### config.mk
export PLATFORM = sky130hd
export DESIGN_NAME = fts_out_reg
export DESIGN_NICKNAME = d
export VERILOG_FILES = /design/src/hw/rtl/fts_pkg.sv /design/src/hw/rtl/fts_out_reg.sv
export SDC_FILE = /design/constraint.sdc
export NUM_CORES = 1
export LEC_CHECK = 0
export BUFFER_PORTS_ARGS = -buffer_cell sky130_fd_sc_hd__buf_2
export CAP_MARGIN = 10
export CORE_MARGIN = 1.5
export CORE_UTILIZATION = 35
export DETAILED_ROUTE_END_ITERATION = 7
export PLACE_DENSITY = 0.79
export SYNTH_ARGS = -nofsm -noshare
export SYNTH_HDL_FRONTEND = slang
export SYNTH_SLANG_ARGS = --single-unit
### constraint.sdc
create_clock -name clk -period 1.4 [get_ports clk]
set_input_delay 0.21 -clock clk [delete_from_list [all_inputs] [get_ports clk]]
set_output_delay 0.21 -clock clk [all_outputs]
set_load 0.05 [all_outputs]
### src/hw/rtl/fts_pkg.sv
`timescale 1ns / 1ps
// shared constants and types for the bounded fifo tabu set
package fts_pkg;

	localparam int CAPACITY_DEF   = 64;
	localparam int HASH_WIDTH_DEF = 54;
	localparam int MAXE_W         = 7;
	localparam int OCC_W          = 7;

	typedef enum logic {
		MODE_QUERY = 1'b0,
		MODE_ADD   = 1'b1
	} fts_mode_t;

	typedef struct packed {
		logic             was_present;
		logic             inserted;
		logic             evicted;
		logic [OCC_W-1:0] occupancy;
	} fts_flags_t;

endpackage

### src/hw/rtl/fts_out_reg.sv
`timescale 1ns / 1ps
// result register stage of the tabu set
module fts_out_reg import fts_pkg::*; #(
	parameter int HASH_WIDTH = HASH_WIDTH_DEF
) (
	input  logic                  clk,
	input  logic                  arst_n,
	input  logic                  load,
	input  fts_flags_t            flags,
	input  logic [HASH_WIDTH-1:0] ev_hash,
	input  logic                  out_stall,
	output logic                  out_valid,
	output logic                  was_present,
	output logic                  inserted,
	output logic                  evicted,
	output logic [HASH_WIDTH-1:0] evicted_hash,
	output logic [OCC_W-1:0]      occupancy
);

	fts_flags_t            flags_s2;
	logic [HASH_WIDTH-1:0] ev_hash_s2;

	always_ff @(posedge clk or negedge arst_n) begin
		if (!arst_n) begin
			out_valid <= 1'b0;
		end else if (load) begin
			out_valid <= 1'b1;
		end else if (!out_stall) begin
			out_valid <= 1'b0;
		end
	end

	always_ff @(posedge clk) begin
		if (load) begin
			flags_s2   <= flags;
			ev_hash_s2 <= ev_hash;
		end
	end

	assign was_present  = flags_s2.was_present;
	assign inserted     = flags_s2.inserted;
	assign evicted      = flags_s2.evicted;
	assign occupancy    = flags_s2.occupancy;
	assign evicted_hash = ev_hash_s2;

endmodule
; ---- Word-level counts from Yosys, hierarchy flattened
; Index checks and enable logic that the tools add are counted.
[classes]
muxes = 2
eq_ne = 1
[op_table]
columns = operator, count
row1 = 2-to-1 mux 1 bit, 2
row2 = "!= test 2 bit, second input constant", 1
[word_totals]
register_bits = 65
output_inout_bits = 65
word_cells = 9
inputBits = 68

; ---- Logic depth before layout (Yosys ltp)
[depth]
depth_word = 2
ltp_mapped = 1
ltp_nobuf = 1

; ---- Worst setup path before layout
; Ideal clock, no wire load.
[synth_path]
kind = register to register
start = register, netlist name out_valid
end = register out_valid
setup_ns = 0.118
path_slack_ns = 0.507
required_ns = 1.282
path_buffers = 0
period_less_slack_ns = 0.893
stages_incl_launch_ff = 2
arrival_ns = 0.775
path_cell_list = dfrtp_1 -> a21o_1
[synth_rtl]
columns = element, line_no
row1 = to (signal assigned), fts_out_reg.sv:25  ; out_valid <= 1'b0;
row2 = to (signal assigned), fts_out_reg.sv:27  ; out_valid <= 1'b1;
row3 = to (signal assigned), fts_out_reg.sv:29  ; out_valid <= 1'b0;
row4 = to (decl), fts_out_reg.sv:12  ; output logic out_valid,

; ---- Worst setup path after layout
[layout_path]
start = register out_valid
end = output port out_valid
; No word-level cell between the ends.

==> metrics.txt <==
minimum clock period=1.16 ns; worst-path fanout max=2; hold path start=ev_hash[46]; max frequency=860 MHz; Max-cap violations=0; # fillers=470; Chip Width=~78 um; drt drc=0; startpoint types=flip-flop; worst-margin pin slew=0.260 ns; routability congestion estimate from global placement=0.651; layout cells sized above 1=0.682; GRT Total Usage=0.130; setup bufs post-CTS=0; Worst path max stage delay=0.36 ns; Starting Density=0.359; Syn Area/Cell=29.6 um2; PostCTS Resize Cnt=0; clock network fraction of design power=0.299; worst path arrival time=roughly 0.95 ns; Die ar.=between 0.006 and 0.007 mm2; CTS tree=yes; total CTS buffers=9; IO buf count=between 100 and 150; synthesized flop and latch total=65; largest net degree at the start of global routing=35; Slew Limit Fails=0; post-route clock period utilization=0.831; Via Count=~1.2k; Post-Place Cells=272; H-tree depth reported by CTS=3; average wire per standard cell=12.7 um; Core Util, Final=0.539; CTS Root Cell=clkbuf_8; pre-CTS WS=roughly 0.5 ns; Hold/Removal Path Class=primary input to flip-flop; CP Buf/Inv Count=1; clk sinks=65; reg-to-reg startpoint=out_valid; delay-heaviest family, CP=flip-flops; YS warnings=0; status=completed; Int Power=0.00321 W; Peak supply drop=0.655 mV; Finished Layout Cells=290; worst skew pair latency=0.32 ns; final setup violation count=0; final net count=280; Synth Cell Area=0.00195 mm2; worst-path cell chain=buf_2; worst rel slew slack=0.828; Initial DRC Count=between 50 and 60; Rows=27; RSZ-0062 raised after global routing=no; area of the core=approximately 0.0054 mm2; Req. time, crit path=1.19 ns; Worst setup EP type=output pin; register area share after synthesis=0.996; Die Height=77.7 um; gr ovfl total=0; initial antenna violation count=4; Reg power frac=0.520; final clock skew=0 ns; clock slew at reported path FFs=around 0.07 ns; DRT antenna net count=0; final wirelength=3690 um; I/O pin cnt=133; Netlist cell types=3; Fin. Hold Viols=0; P_leak=1.28 nW; first-pass GRT wire length=5580 um; Seq. cell area=0.00195 mm2; Pre-antenna DRT Iters=4; Design Area, Final=roughly 0.0029 mm2; multi-input combinational cell area=between 7 and 8 um2; Via density=4.07; Cell Area, Placed=0.00275 mm2; worst setup path start=out_valid; syn nets=about 130; worst setup margin=0.237 ns; Area Overhead vs Synth=50.0%; Max stage delay cell, worst path=dfrtp_1; vias in the first global route=1178; Switching Fraction=0.286; setup TNS=0 ns; CTS max path bufs=2; Setup CP Type=flip-flop to output pin; Comb pwr share=0.181; post-synthesis cell count=66; PD cells=roughly 1500 mW/mm2; Net Switching=0.00129 W
what timing repair did:
action / in CTS / in global routing
endpoints found under the setup margin: 0 / 0
endpoints found under the hold margin: 1 / 0
hold buffers: 1 / 0
placed cells by master, fill, tap and decap left out:
cell / netlist / routed
clkbuf_8: 0 / 11
a21o_1: 1 / 1
dfrtp_1: 1 / 1
edfxtp_1: 64 / 64
dlygate4sd3_1: 0 / 1
clkinv_2: 0 / 3
clkbuf_1: 0 / 2
buf_2: 0 / 132
diode_2: 0 / 1
buf_12: 0 / 2
power by group through the flow:
stage / sequential, W / clock (W) / combinational (W)
floorplan: 0.00293 / 0 / 0.00000150
global placement: 0.00238 / 0 / 0.000814
detailed placement: 0.00238 / 0 / 0.000819
CTS: 0.00234 / 0.00140 / 0.000821
global route: 0.00236 / 0.00148 / 0.000844
finish: 0.00234 / 0.00135 / 0.000816
metrics by stage:
stage | hold WS [ns] | total power [W]
floorplan | -0.0856 | 0.00293
global placement | -0.0154 | 0.00319
detailed placement | -0.0146 | 0.00320
CTS | 0.0358 | 0.00456
global route | 0.0346 | 0.00468
finish | 0.0580 | 0.00450
sequential cells by signal, summed over array words and instances (netlist names):
name          count
evicted_hash     54
was_present       1
occupancy         7
evicted           1
inserted          1
out_valid         1
kinds of logic after synthesis:
kind of cell / Yosys count / share of synthesized area
DFF: 65 / 0.996
AOI/OAI and AO/OA: 1 / 0.00384
worst paths after layout:
check,cells after the start,end,slack (ns)
max in group asynchronous,2,out_valid,1.13
worst min register to register,1,out_valid,0.50
worst max-delay path,1,out_valid,0.24
worst max register to register,1,out_valid,0.74
worst min-delay path,1,evicted_hash[46],0.06
min in group asynchronous,2,out_valid,0.19
routing by layer:
layer | GRT usage | part of all wire | up-vias
met4 | 0.0927 | 0.025 | 4
met1 | 0.141 | 0.38 | 520
met2 | 0.182 | 0.43 | 83
met5 | 0 | 0.0062 | -
li1 | - | - | 560
met3 | 0.0871 | 0.16 | 13
cell usage after synthesis:
cell       n  area (um2)
dfrtp_1    1        25.0
a21o_1     1        7.51
edfxtp_1  64        1920
layout make-up:
type | count | share of cell area
antenna | 1 | 0.000854
clock inverter | 3 | 0.00512
tap | 72 | 0.0307
timing repair buffer | 135 | 0.242
clock buffer | 13 | 0.0542
multi-input combinational | 1 | 0.00256
sequential | 65 | 0.664
(Power assumes the default switching activity.)
