--- src/hw/rtl/fts_pkg.sv ---
`timescale 1ns / 1ps
// shared constants and types for the bounded fifo tabu set
package fts_pkg;

	localparam int CAPACITY_DEF   = 64;
	localparam int HASH_WIDTH_DEF = 54;
	localparam int MAXE_W         = 7;
	localparam int OCC_W          = 7;

	typedef enum logic {
		MODE_QUERY = 1'b0,
		MODE_ADD   = 1'b1
	} fts_mode_t;

	typedef struct packed {
		logic             was_present;
		logic             inserted;
		logic             evicted;
		logic [OCC_W-1:0] occupancy;
	} fts_flags_t;

endpackage

--- src/hw/rtl/fts_in_reg.sv ---
`timescale 1ns / 1ps
// input register stage of the tabu set
module fts_in_reg import fts_pkg::*; #(
	parameter int HASH_WIDTH = HASH_WIDTH_DEF
) (
	input  logic                  clk,
	input  logic                  arst_n,
	input  logic                  in_valid,
	output logic                  in_stall,
	input  logic                  mode,
	input  logic [HASH_WIDTH-1:0] state_hash,
	input  logic                  advance,
	output logic                  valid_s1,
	output logic                  mode_s1,
	output logic [HASH_WIDTH-1:0] hash_s1
);

	logic load;

	assign in_stall = valid_s1 && !advance;
	assign load     = in_valid && !in_stall;

	always_ff @(posedge clk or negedge arst_n) begin
		if (!arst_n) begin
			valid_s1 <= 1'b0;
		end else if (load) begin
			valid_s1 <= 1'b1;
		end else if (advance) begin
			valid_s1 <= 1'b0;
		end
	end

	always_ff @(posedge clk) begin
		if (load) begin
			mode_s1 <= mode;
			hash_s1 <= state_hash;
		end
	end

endmodule

--- config.mk ---
export PLATFORM = sky130hd
export DESIGN_NAME = fts_in_reg
export DESIGN_NICKNAME = d
export VERILOG_FILES = /design/src/hw/rtl/fts_pkg.sv /design/src/hw/rtl/fts_in_reg.sv
export SDC_FILE = /design/constraint.sdc
export NUM_CORES = 1
export LEC_CHECK = 0
export ABC_AREA = 1
export BUFFER_PORTS_ARGS = -buffer_cell sky130_fd_sc_hd__buf_2
export CORE_AREA = 2 2 69 71
export CTS_CLUSTER_SIZE = 10
export DETAILED_ROUTE_END_ITERATION = 10
export DIE_AREA = 0 0 71 73
export GPL_TIMING_DRIVEN = 0
export PLACE_DENSITY = 0.75
export REMOVE_ABC_BUFFERS = 1
export SLEW_MARGIN = 20
export SYNTH_ARGS = -nofsm -noshare
export SYNTH_HDL_FRONTEND = slang
export SYNTH_SLANG_ARGS = --single-unit
--- constraint.sdc ---
create_clock -name clk -period 3.15 [get_ports clk]
set_input_delay 0.1575 -clock clk [delete_from_list [all_inputs] [get_ports clk]]
set_output_delay 0.1575 -clock clk [all_outputs]
set_load 0.02 [all_outputs]
* Yosys cells after proc, flatten, opt, wreduce, memory -nomap -nowiden
Index checks and enable logic that the tools add are counted.
** Storage, ports and cells
- Register bits after elaboration :: 56
- Input port bits :: 59
- Word-level logic and storage cells :: 10
- Output and inout port bits :: 57
** Cells by class
- Muxes and demuxes :: 2
- Reductions and logical operators :: 5
** Operators with widths (count)
- $logic_and 1x1->1 :: 2
- $logic_not 1->1 :: 2
- $mux 1 :: 2
- $reduce_bool 2->1 :: 1

* Longest topological paths before layout
Gate-level depths: netlist of run 1.
- Depth after elaboration :: 5
- Depth in mapped cells :: 2
- Depth with buffers taken out :: 2

* Worst setup path after synthesis of run 1
No wires, ideal clock.
- Path type :: reg2reg
- From :: register valid_s1
- To :: register hash_s1[0], enable pin
- Path slack :: 0.701 ns
- Path buffers :: 0
- Required time :: 2.718 ns
- Arrival time :: 2.017 ns
- Stages on the path, launching flop included :: 2
- Period minus slack after synthesis :: 2.449 ns
- Cell sequence :: dfrtp_1 a21oi_2
** Between the ends
- Word-level cells in the longest chain between the ends :: 3
** Ends and longest elaborated chain
- start, declared :: RTL line fts_in_reg.sv:13 : output logic valid_s1,
- start signal, assigned :: RTL line fts_in_reg.sv:25 : valid_s1 <= 1'b0;
- start signal, assigned :: RTL line fts_in_reg.sv:27 : valid_s1 <= 1'b1;
- start signal, assigned :: RTL line fts_in_reg.sv:29 : valid_s1 <= 1'b0;
- $logic_and 1x1->1 :: RTL line fts_in_reg.sv:20 : assign in_stall = valid_s1 && !advance;
- $logic_not 1->1 :: RTL line fts_in_reg.sv:21 : assign load = in_valid && !in_stall;
- $logic_and 1x1->1 :: RTL line fts_in_reg.sv:21
- net load :: RTL line fts_in_reg.sv:18 : logic load;
- end signal, assigned :: RTL line fts_in_reg.sv:36 : hash_s1 <= state_hash;
- end, declared :: RTL line fts_in_reg.sv:15 : output logic [HASH_WIDTH-1:0] hash_s1
The timed path passes the listed nets, and every way through them passes these cells.
A chain may end at the register's enable or synchronous reset.

* Worst setup path in the final report of run 1
- From :: register valid_s1
- To :: register hash_s1[11], enable pin
The elaborated chain is that of the path after synthesis.

==> metrics.md, run 1 <==
| Metric | Value |
|---|---|
| FF+latch count, synth | 56 |
| Io pins | 116 |
| Dpl hpwl | 2.62 mm |
| Total CTS buffers | 5 |
| Worst EP arrival | 1.50 ns |
| Placed instance count | 233 |
| Routed Antenna Nets | 0 |
| First-pass GRT wire length | 5.00 mm |
| CTS Root Cell | clkbuf_8 |
| Worst slack, placed | 1.65 ns |
| Worst Setup SP | valid_s1 |
| Commonest non-fill, non-tap cell in the layout | buf_2 |
| Port Buffer Count | 115 |
| Area Growth Syn to Fin | 48.2% |
| Slew HR | 0.753 |
| Worst skew pair latency | 0.30 ns |
| Critical Path Source Type | flip-flop |
| Iter 0 DRT Violations | 51 |
| Syn Inst Count | 62 |
| Status | complete, no violations |
| Sum Neg Setup Slack | 0 ns |
| Ranking of synthesized cells by area | edfxtp_1 97%, dfrtp_1 1.5%, a21oi_2 0.51% |
| Setup crit end kind | flip-flop |
| Synth Cell Area | 1710 µm² |
| Leakage power | 1.09 nW |
| R2R cell count | 3 |
| Core area | 4540 µm² |
| Sequential element share of the synthesized area | 0.981 |
| RePlAce Congestion | 0.659 |
| Syn avg cell area | 27.6 µm² |
| Final setup margin | 1.66 ns |
| Die area | 5180 µm² |
| Yosys warning count | 0 |
| Clk pin slew, worst setup/hold paths | 0.09 ns |
| Yosys cell types | 7 |
| Fin crit share | 0.473 |
| Peak VDD IR | 0.345 mV |
| Setup Skew | 0.00278 ns |
| N_diodes | 0 |
| Critical path fanouts, max | 24 |
| Gates resized, CTS repair | 0 |
| Via/cell ratio | 4.29 |
| Setup repair bufs after CTS | 0 |
| R2r endpoint | hash_s1[11] |
| Share of cells above drive strength 1 | 0.676 |
| Row count | 25 |
| Max Root-Sink Buffers | 2 |
| Pin count of the biggest net entering global routing | 25 |
| Slew Limit Fails | 0 |
| Commonest non-fill, non-tap cells in the layout | 115 x buf_2, 55 x edfxtp_1, 5 x clkbuf_8 |
| RSZ-0062 raised after global routing | false |
| Number of max-cap violations | 0 |
| Yosys top cell area share | 0.966 |
| Avg WL per Cell | 14.0 µm |
| PD cells | 586 nW/µm² |
| Fin cells | 242 |
| CTS H-Tree Depth | 2 |
| Global route overflow | 0 |
| Worst slew pin tran | 0.370 ns |
| Critical setup path kind | reg2reg |
| Via count | 1039 |
| Hold Fails Final Rpt | 0 |
| # clock sinks | 56 |
| Die X | 71 µm |
| R2r setup slk | 1.66 ns |
| Initial core utilization | 0.377 |
| RR Startpoint | valid_s1 |
| CTS Hold Bufs | 1 |
| Setup Viol. Count Final | 0 |
| DIE HEIGHT | 73 µm |
| Filler cells | 365 |
| Drt drc | 0 |
| Tot GR Track Use | 0.133 |
| Min-Delay Path Class | in2reg |
| Achievable Freq | 0.671 GHz |
| Tmin final | 1.49 ns |
| WL final | 3.38 mm |
| CTS tree | built |
| Vias in the first global route | 1080 |
| Initial antenna violation count | 0 |
| DRT Pass-1 Iters | 4 |
| Nets | 246 |
| Required @ worst endpoint | 3.16 ns |
| Leading area contributor after synthesis | edfxtp_1 |
| Worst setup endpoint | hash_s1[11] |
==> flip-flops by register name, indices dropped and copies added (netlist names) <==
| name | cells |
|---|---|
| mode_s1 | 1 |
| hash_s1 | 54 |
| valid_s1 | 1 |
==> metrics by stage <==
stage | util | area, µm² | hold WS, ns | power [W]
2_1_floorplan | - | 1710 | -0.138 | 0.000965
6_report | 0.558 | 2530 | 0.0262 | 0.00149
4_1_cts | 0.558 | 2530 | 0.0139 | 0.00150
3_3_place_gp | 0.519 | 2350 | -0.0660 | 0.00104
5_1_grt | 0.558 | 2530 | 0.00386 | 0.00154
3_5_place_dp | 0.532 | 2410 | -0.0647 | 0.00105
==> cells by family (layout without fill, tap and decap cells) <==
logic type | Yosys count | after routing | share of synthesized area
AND/OR/NAND/NOR | 1 | 1 | 0.00219
AO/OA/AOI/OAI | 2 | 2 | 0.0103
buffers and inverters | 3 | 129 | 0.00659
flip-flops | 56 | 56 | 0.981
==> critical path: stages, from the launching register on <==
cell and delay [ns]:
dfrtp_1 0.42, a21oi_4 0.36, buf_16 0.23, buf_16 0.19
==> Yosys cell counts <==
library cell  number
nor2_1             1
edfxtp_1          55
inv_1              2
inv_2              1
o21ai_2            1
a21oi_2            1
dfrtp_1            1
==> report_power, final <==
group | leakage, nW | internal, W | switching (W)
Combinational | 0.505 | 0.0000622 | 0.0000964
Sequential | 0.534 | 0.000866 | 0.00000942
Clock | 0.0552 | 0.000236 | 0.000215
Total | 1.09 | 0.00116 | 0.000321
==> per-layer routing <==
layer,GRT usage,part of all wire,vias up
met5,0,0,-
li1,-,-,492
met1,0.130,0.33,470
met2,0.220,0.51,72
met4,0.0440,0.012,0
met3,0.0994,0.15,5
==> cell type report <==
class / instances / area (µm²) / share of cell area
Clock buffer: 6 / 72.6 / 0.0287
Clock inverter: 2 / 35.0 / 0.0138
Inverter: 3 / 11.3 / 0.00445
Multi-Input combinational cell: 3 / 28.8 / 0.0114
Sequential cell: 56 / 1680 / 0.662
Tap cell: 54 / 67.6 / 0.0267
Timing Repair Buffer: 118 / 641 / 0.253
==> worst min-delay path by stage <==
stage / endpoint / cells past startpoint / slack [ns] / startpoint
after floorplan: valid_s1 / 0 / -0.14 / arst_n
after global placement: valid_s1 / 1 / -0.07 / arst_n
after detailed placement: valid_s1 / 1 / -0.06 / arst_n
after CTS: hash_s1[20] / 1 / 0.01 / state_hash[20]
after global routing: hash_s1[34] / 1 / 0.004 / state_hash[34]
final: hash_s1[20] / 1 / 0.03 / state_hash[20]
Power figures use the tool's default switching activity.
==> run 2: changes to the inputs <==
--- a/config.mk
+++ b/config.mk
@@ -5,14 +5,14 @@
 export SDC_FILE = /design/constraint.sdc
 export NUM_CORES = 1
 export LEC_CHECK = 0
-export ABC_AREA = 1
+export ABC_AREA = 0
 export BUFFER_PORTS_ARGS = -buffer_cell sky130_fd_sc_hd__buf_2
-export CORE_AREA = 2 2 69 71
+export CORE_AREA = 2 2 72 74
 export CTS_CLUSTER_SIZE = 10
 export DETAILED_ROUTE_END_ITERATION = 10
-export DIE_AREA = 0 0 71 73
+export DIE_AREA = 0 0 74 76
 export GPL_TIMING_DRIVEN = 0
-export PLACE_DENSITY = 0.75
+export PLACE_DENSITY = 0.73
 export REMOVE_ABC_BUFFERS = 1
 export SLEW_MARGIN = 20
 export SYNTH_ARGS = -nofsm -noshare
==> constraint.sdc (replaced) <==
create_clock -name clk -period 1.2 [get_ports clk]
set_input_delay 0.06 -clock clk [delete_from_list [all_inputs] [get_ports clk]]
set_output_delay 0.06 -clock clk [all_outputs]
set_load 0.02 [all_outputs]
==> run 2 against run 1 <==
  * Register-to-register slack lost 1.6 ns
  * Largest power group unchanged
  * Largest cell class unchanged
  * Non-clock buffer count grew 53
  * First-iteration DRC count shrank 61%
  * Clock skew grew 0.0044 ns
  * Via count grew 25%
  * Flip-flop and latch count is the same
==> metrics.md, run 2 <==
| Metric | Value |
|---|---|
| # clock sinks | 56 |
| Worst EP arrival | 1.13 ns |
| EDFF count, synth | 55 |
| Leakage power | 1.30 nW |
| RePlAce Congestion | 0.691 |
| Critical setup path kind | reg2reg |
| Sequential power share | 0.595 |
| Syn avg cell area | 28.5 µm² |
| Crit-path slowest cell | dfrtp_1 |
| Clock share of power | 0.261 |
| Nets | 300 |
| Crit path cell chain | nand2b_4 -> and2_4 |
| Worst slew pin tran | 0.214 ns |
| Total CTS buffers | 5 |
| Commonest non-fill, non-tap cell in the layout | buf_2 |
| Critical Path Source Type | flip-flop |
| CTS tree | built |
| Initial antenna violation count | 0 |
| Leading area contributor after synthesis | edfxtp_1 |
| Via count | 1294 |
| Slew Limit Fails | 0 |
| Max reg flops | 54 |
| Number of max-cap violations | 0 |
| N_diodes | 0 |
| Util after Layout | 0.620 |
| Critical path fanouts, max | 14 |
| Die area | 5620 µm² |
| Core area | 4910 µm² |
| Die X | 74 µm |
| Drt drc | 0 |
| Yosys cell types | 6 |
| CTS Root Cell | clkbuf_8 |
| Final setup margin | 0.0618 ns |
| Iter 0 DRT Violations | 20 |
| Share of cells above drive strength 1 | 0.525 |
| Setup Viol. Count Final | 0 |
| Port Buffer Count | 115 |
| Global route overflow | 0 |
| Max Root-Sink Buffers | 2 |
| Comb power frac | 0.143 |
| Largest Register | hash_s1 |
| Commonest non-fill, non-tap cells in the layout | 115 x buf_2, 56 x dlygate4sd3_1, 55 x edfxtp_1 |
| Tot GR Track Use | 0.181 |
| WL final | 4.82 mm |
| Peak VDD IR | 0.894 mV |
| Dominant synthesized flop cell | edfxtp_1 |
| Placed instance count | 245 |
| Most common cell in the netlist | edfxtp_1 |
| Asr flop ratio synth | 0.0179 |
| Pwr Total | 0.00387 W |
| Syn Inst Count | 60 |
| Sw power | 0.000904 W |
| Setup crit end kind | flip-flop |
| Dpl hpwl | 2.49 mm |
| PD cells | 1270 nW/µm² |
| Routed Antenna Nets | 0 |
| Pin count of the biggest net entering global routing | 28 |
| Sum Neg Setup Slack | 0 ns |
| Via/cell ratio | 4.15 |
| Yosys warning count | 0 |
| Vias in the first global route | 1531 |
| Tmin final | 1.14 ns |
| RSZ-0062 raised after global routing | false |
| DIE HEIGHT | 76 µm |
| Achievable Freq | 0.879 GHz |
| Initial core utilization | 0.348 |
| Fin crit share | 0.948 |
| Avg WL per Cell | 15.4 µm |
| Worst skew pair latency | 0.30 ns |
| Worst slack, placed | -0.278 ns |
| First-pass GRT wire length | 7.32 mm |
| Ranking of synthesized cells by area | edfxtp_1 97%, dfrtp_1 1.5%, nand2b_4 0.81% |
| Status | complete, no violations |
| CTS H-Tree Depth | 2 |
| Hold Fails Final Rpt | 0 |
| Setup Skew | 0.00713 ns |
| Clk pin slew, worst setup/hold paths | 0.10 ns |
| Area Growth Syn to Fin | 78.3% |
| Io pins | 116 |
| Required @ worst endpoint | 1.19 ns |
| Internal power | 0.00296 W |
| Yosys top cell area share | 0.966 |
| DRT Pass-1 Iters | 4 |
| FF+latch count, synth | 56 |
| Row count | 26 |
| Sequential element share of the synthesized area | 0.981 |
| Synth Cell Area | 1710 µm² |
| CP peak stage delay | 0.42 ns |
| Largest regs | hash_s1 x54, mode_s1 x1, valid_s1 x1 |
| Switch share | 0.234 |
| Min-Delay Path Class | in2async |
| Slew HR | 0.857 |
| Fin cells | 312 |
run 2: metal layers:
| layer | vias up | global-route usage | part of all wire |
|---|---|---|---|
| met5 | - | 0 | 0 |
| met4 | 0 | 0.0564 | 0.012 |
| met3 | 4 | 0.0899 | 0.12 |
| met2 | 83 | 0.325 | 0.54 |
| met1 | 608 | 0.176 | 0.33 |
| li1 | 599 | - | - |
run 2: critical path: cells and delay by family (launching register included):
kind          cells  cell delay (ns)
flops             1             0.42
simple gates      2             0.40
run 2: metrics by stage:
step / area [µm²] / hold slack [ns]
after floorplan: 1710 / -0.236
after global placement: 2370 / -0.165
after detailed placement: 2370 / -0.160
after CTS: 3040 / 0.0317
after global routing: 3050 / 0.0461
final: 3050 / 0.0687
run 2: area by class of cell:
cell class / count / area [µm²]
Tap cell: 70 / 87.6
Timing Repair Buffer: 171 / 1140
Multi-Input combinational cell: 6 / 55.1
Clock inverter: 2 / 16.3
Fill cell: 356 / 1860
Sequential cell: 56 / 1680
Inverter: 1 / 3.75
Clock buffer: 6 / 72.6
run 2: repair_timing:
| item | 4_1_cts | 5_1_grt |
|---|---|---|
| gates resized for setup | 1 | 2 |
| endpoints found under the hold margin | 56 | 0 |
| pin swaps | 1 | 0 |
| setup endpoints to repair | 55 | 41 |
| buffers inserted | 0 | 0 |
| gates cloned | 2 | 1 |
| hold buffers | 56 | 0 |
run 2: logic make-up after synthesis:
logic type	share of synthesized area
buf+inv	0.00219
flops	0.981
simple gates	0.0168
run 2: power by group through the flow:
| stage | clock network [W] | registers, W | logic [W] |
|---|---|---|---|
| global route | 0.00110 | 0.00231 | 0.000593 |
| finish | 0.00101 | 0.00230 | 0.000554 |
| detailed placement | 0 | 0.00235 | 0.000388 |
| global placement | 0 | 0.00234 | 0.000381 |
| CTS | 0.00104 | 0.00230 | 0.000539 |
| floorplan | 0 | 0.00249 | 0.0000466 |
run 2: path summary, 6_finish.rpt:
| check | startpoint | endpoint | slack (ns) | cells past startpoint |
|---|---|---|---|---|
| max | valid_s1 | hash_s1[19] | 0.06 | 2 |
| min | arst_n | valid_s1 | 0.07 | 2 |
| max reg2reg | valid_s1 | hash_s1[19] | 0.06 | 2 |
| min reg2reg | valid_s1 | valid_s1 | 0.65 | 2 |
| max in group asynchronous | arst_n | valid_s1 | 1.05 | 2 |
| min in group clk | in_valid | valid_s1 | 0.08 | 2 |
==> run 3: changes to the inputs <==
--- a/config.mk
+++ b/config.mk
@@ -5,7 +5,7 @@
 export SDC_FILE = /design/constraint.sdc
 export NUM_CORES = 1
 export LEC_CHECK = 0
-export ABC_AREA = 0
+export ABC_AREA = 1
 export BUFFER_PORTS_ARGS = -buffer_cell sky130_fd_sc_hd__buf_2
 export CORE_AREA = 2 2 72 74
 export CTS_CLUSTER_SIZE = 10
==> run 3 against run 2 <==
  * First-iteration DRC count rose to 3.3 times the previous value
  * Core utilization grew 3.0 points
  * Cell count grew 2.9%
  * Largest power group unchanged
  * The run now ends with setup timing left
  * Routed wire length increased by 7.8%
  * Die area unchanged
  * Worst hold slack got worse by 0.016 ns
  * Critical path depth rose by 1
  * Design area is 4.9% higher
  * Combinational power is 13% higher
==> metrics.md, run 3 (synthesized netlist as in run 1, its figures left out) <==
| Metric | Value |
|---|---|
| Worst skew pair latency | 0.30 ns |
| Peak VDD IR | 0.827 mV |
| Area Growth Syn to Fin | 87.0% |
| Sum Neg Setup Slack | -0.815 ns |
| Status | finished with violations |
| Vias in the first global route | 1439 |
| Core area | 4910 µm² |
| Max Root-Sink Buffers | 2 |
| # clock sinks | 56 |
| Worst slew pin tran | 0.161 ns |
| Initial core utilization | 0.348 |
| Critical path fanouts, max | 7 |
| Row count | 26 |
| Pin count of the biggest net entering global routing | 25 |
| Share of cells above drive strength 1 | 0.534 |
| Clk pin slew, worst setup/hold paths | 0.10 ns |
| Number of max-cap violations | 0 |
| CP top delay family | flip-flops |
| Slew Limit Fails | 0 |
| Setup crit end kind | flip-flop |
| First-pass GRT wire length | 7.36 mm |
| Leakage power | 1.36 nW |
| Io pins | 116 |
| Largest Register | hash_s1 |
| Max reg flops | 54 |
| CTS H-Tree Depth | 2 |
| Via/cell ratio | 4.16 |
| Routed Antenna Nets | 0 |
| RSZ-0062 raised after global routing | true |
| Critical Path Source Type | flip-flop |
| Die area | 5620 µm² |
| Crit path cell chain | a21oi_4 -> buf_12 -> clkbuf_16 |
| Achievable Freq | 0.816 GHz |
| Avg WL per Cell | 16.2 µm |
| Port Buffer Count | 115 |
| Largest regs | hash_s1 x54, mode_s1 x1, valid_s1 x1 |
| N_diodes | 0 |
| Die X | 74 µm |
| Setup Viol. Count Final | 45 |
| Fin crit share | 1.02 |
| DIE HEIGHT | 76 µm |
| Final setup margin | -0.0262 ns |
| Global route overflow | 0 |
| Worst EP arrival | 1.25 ns |
| Drt drc | 0 |
| Min-Delay Path Class | in2async |
| Tot GR Track Use | 0.182 |
| CTS tree | built |
| Commonest non-fill, non-tap cell in the layout | buf_2 |
| Placed instance count | 249 |
| Required @ worst endpoint | 1.23 ns |
| Iter 0 DRT Violations | 65 |
| Via count | 1335 |
| CP peak stage delay | 0.46 ns |
| RePlAce Congestion | 0.699 |
| Commonest non-fill, non-tap cells in the layout | 115 x buf_2, 58 x dlygate4sd3_1, 55 x edfxtp_1 |
| Critical setup path kind | reg2reg |
| Crit-path slowest cell | dfrtp_2 |
| Setup Skew | 0.0117 ns |
| Fin cells | 321 |
| PD cells | 1240 nW/µm² |
| Slew HR | 0.893 |
| Failing checks | setup timing |
| Nets | 309 |
| DRT Pass-1 Iters | 4 |
| Tmin final | 1.23 ns |
| WP buf/inv | 2 |
| CTS Root Cell | clkbuf_8 |
| Hold Fails Final Rpt | 0 |
| Initial antenna violation count | 0 |
| Total CTS buffers | 5 |
| Worst slack, placed | -0.200 ns |
| WL final | 5.19 mm |
==> run 3: final cells by class <==
type | instances | area [µm²]
fillers | 335 | 1720
flip-flops and latches | 56 | 1680
repair buffers | 181 | 1300
well taps | 70 | 87.6
clock buffers | 6 | 72.6
multi-input cells | 3 | 28.8
clock inverters | 2 | 16.3
inverters | 3 | 11.3
==> run 3: routing by layer <==
layer | vias up | track usage | part of all wire
li1 | 619 | - | -
met1 | 627 | 0.198 | 0.36
met2 | 85 | 0.318 | 0.54
met3 | 4 | 0.0807 | 0.098
met4 | 0 | 0.0436 | 0.0033
met5 | - | 0 | 0
==> run 3: worst register-to-register path, cell delays in order, from the launching register on <==
cell and delay (ns):
dfrtp_2 0.46, a21oi_4 0.18, buf_12 0.16, clkbuf_16 0.16
==> run 3: worst paths after layout <==
kind | slack (ns) | cells past startpoint | from | end
setup / recovery | -0.03 | 3 | valid_s1 | hash_s1[38]
hold / removal | 0.05 | 2 | arst_n | valid_s1
setup reg to reg | -0.03 | 3 | valid_s1 | hash_s1[38]
hold reg to reg | 0.64 | 2 | valid_s1 | valid_s1
max in group asynchronous | 1.05 | 2 | arst_n | valid_s1
min in group clk | 0.42 | 3 | advance | in_stall
==> run 3: where the power goes <==
part	internal [W]	total [W]	switching, W
registers	0.00227	0.00231	0.0000313
clock network	0.000421	0.00103	0.000607
logic	0.000319	0.000624	0.000304
total	0.00302	0.00396	0.000942
==> run 3: repair_timing <==
| action | 4_1_cts | 5_1_grt |
|---|---|---|
| gates resized for setup | 0 | 4 |
| pin swaps | 1 | 1 |
| hold buffers | 56 | 2 |
| endpoints found under the hold margin | 57 | 1 |
| setup buffers | 1 | 1 |
| setup endpoints to repair | 55 | 56 |
| cloned | 0 | 4 |
==> run 3: metrics by stage <==
stage / cell area [µm²] / power [W] / hold slack [ns] / utilization
6_report: 3200 / 0.00396 / 0.0523 / 0.651
3_3_place_gp: 2370 / 0.00272 / -0.165 / 0.483
3_5_place_dp: 2430 / 0.00276 / -0.164 / 0.496
2_1_floorplan: 1710 / 0.00253 / -0.236 / -
4_1_cts: 3090 / 0.00390 / -0.0459 / 0.629
5_1_grt: 3200 / 0.00410 / 0.0409 / 0.651
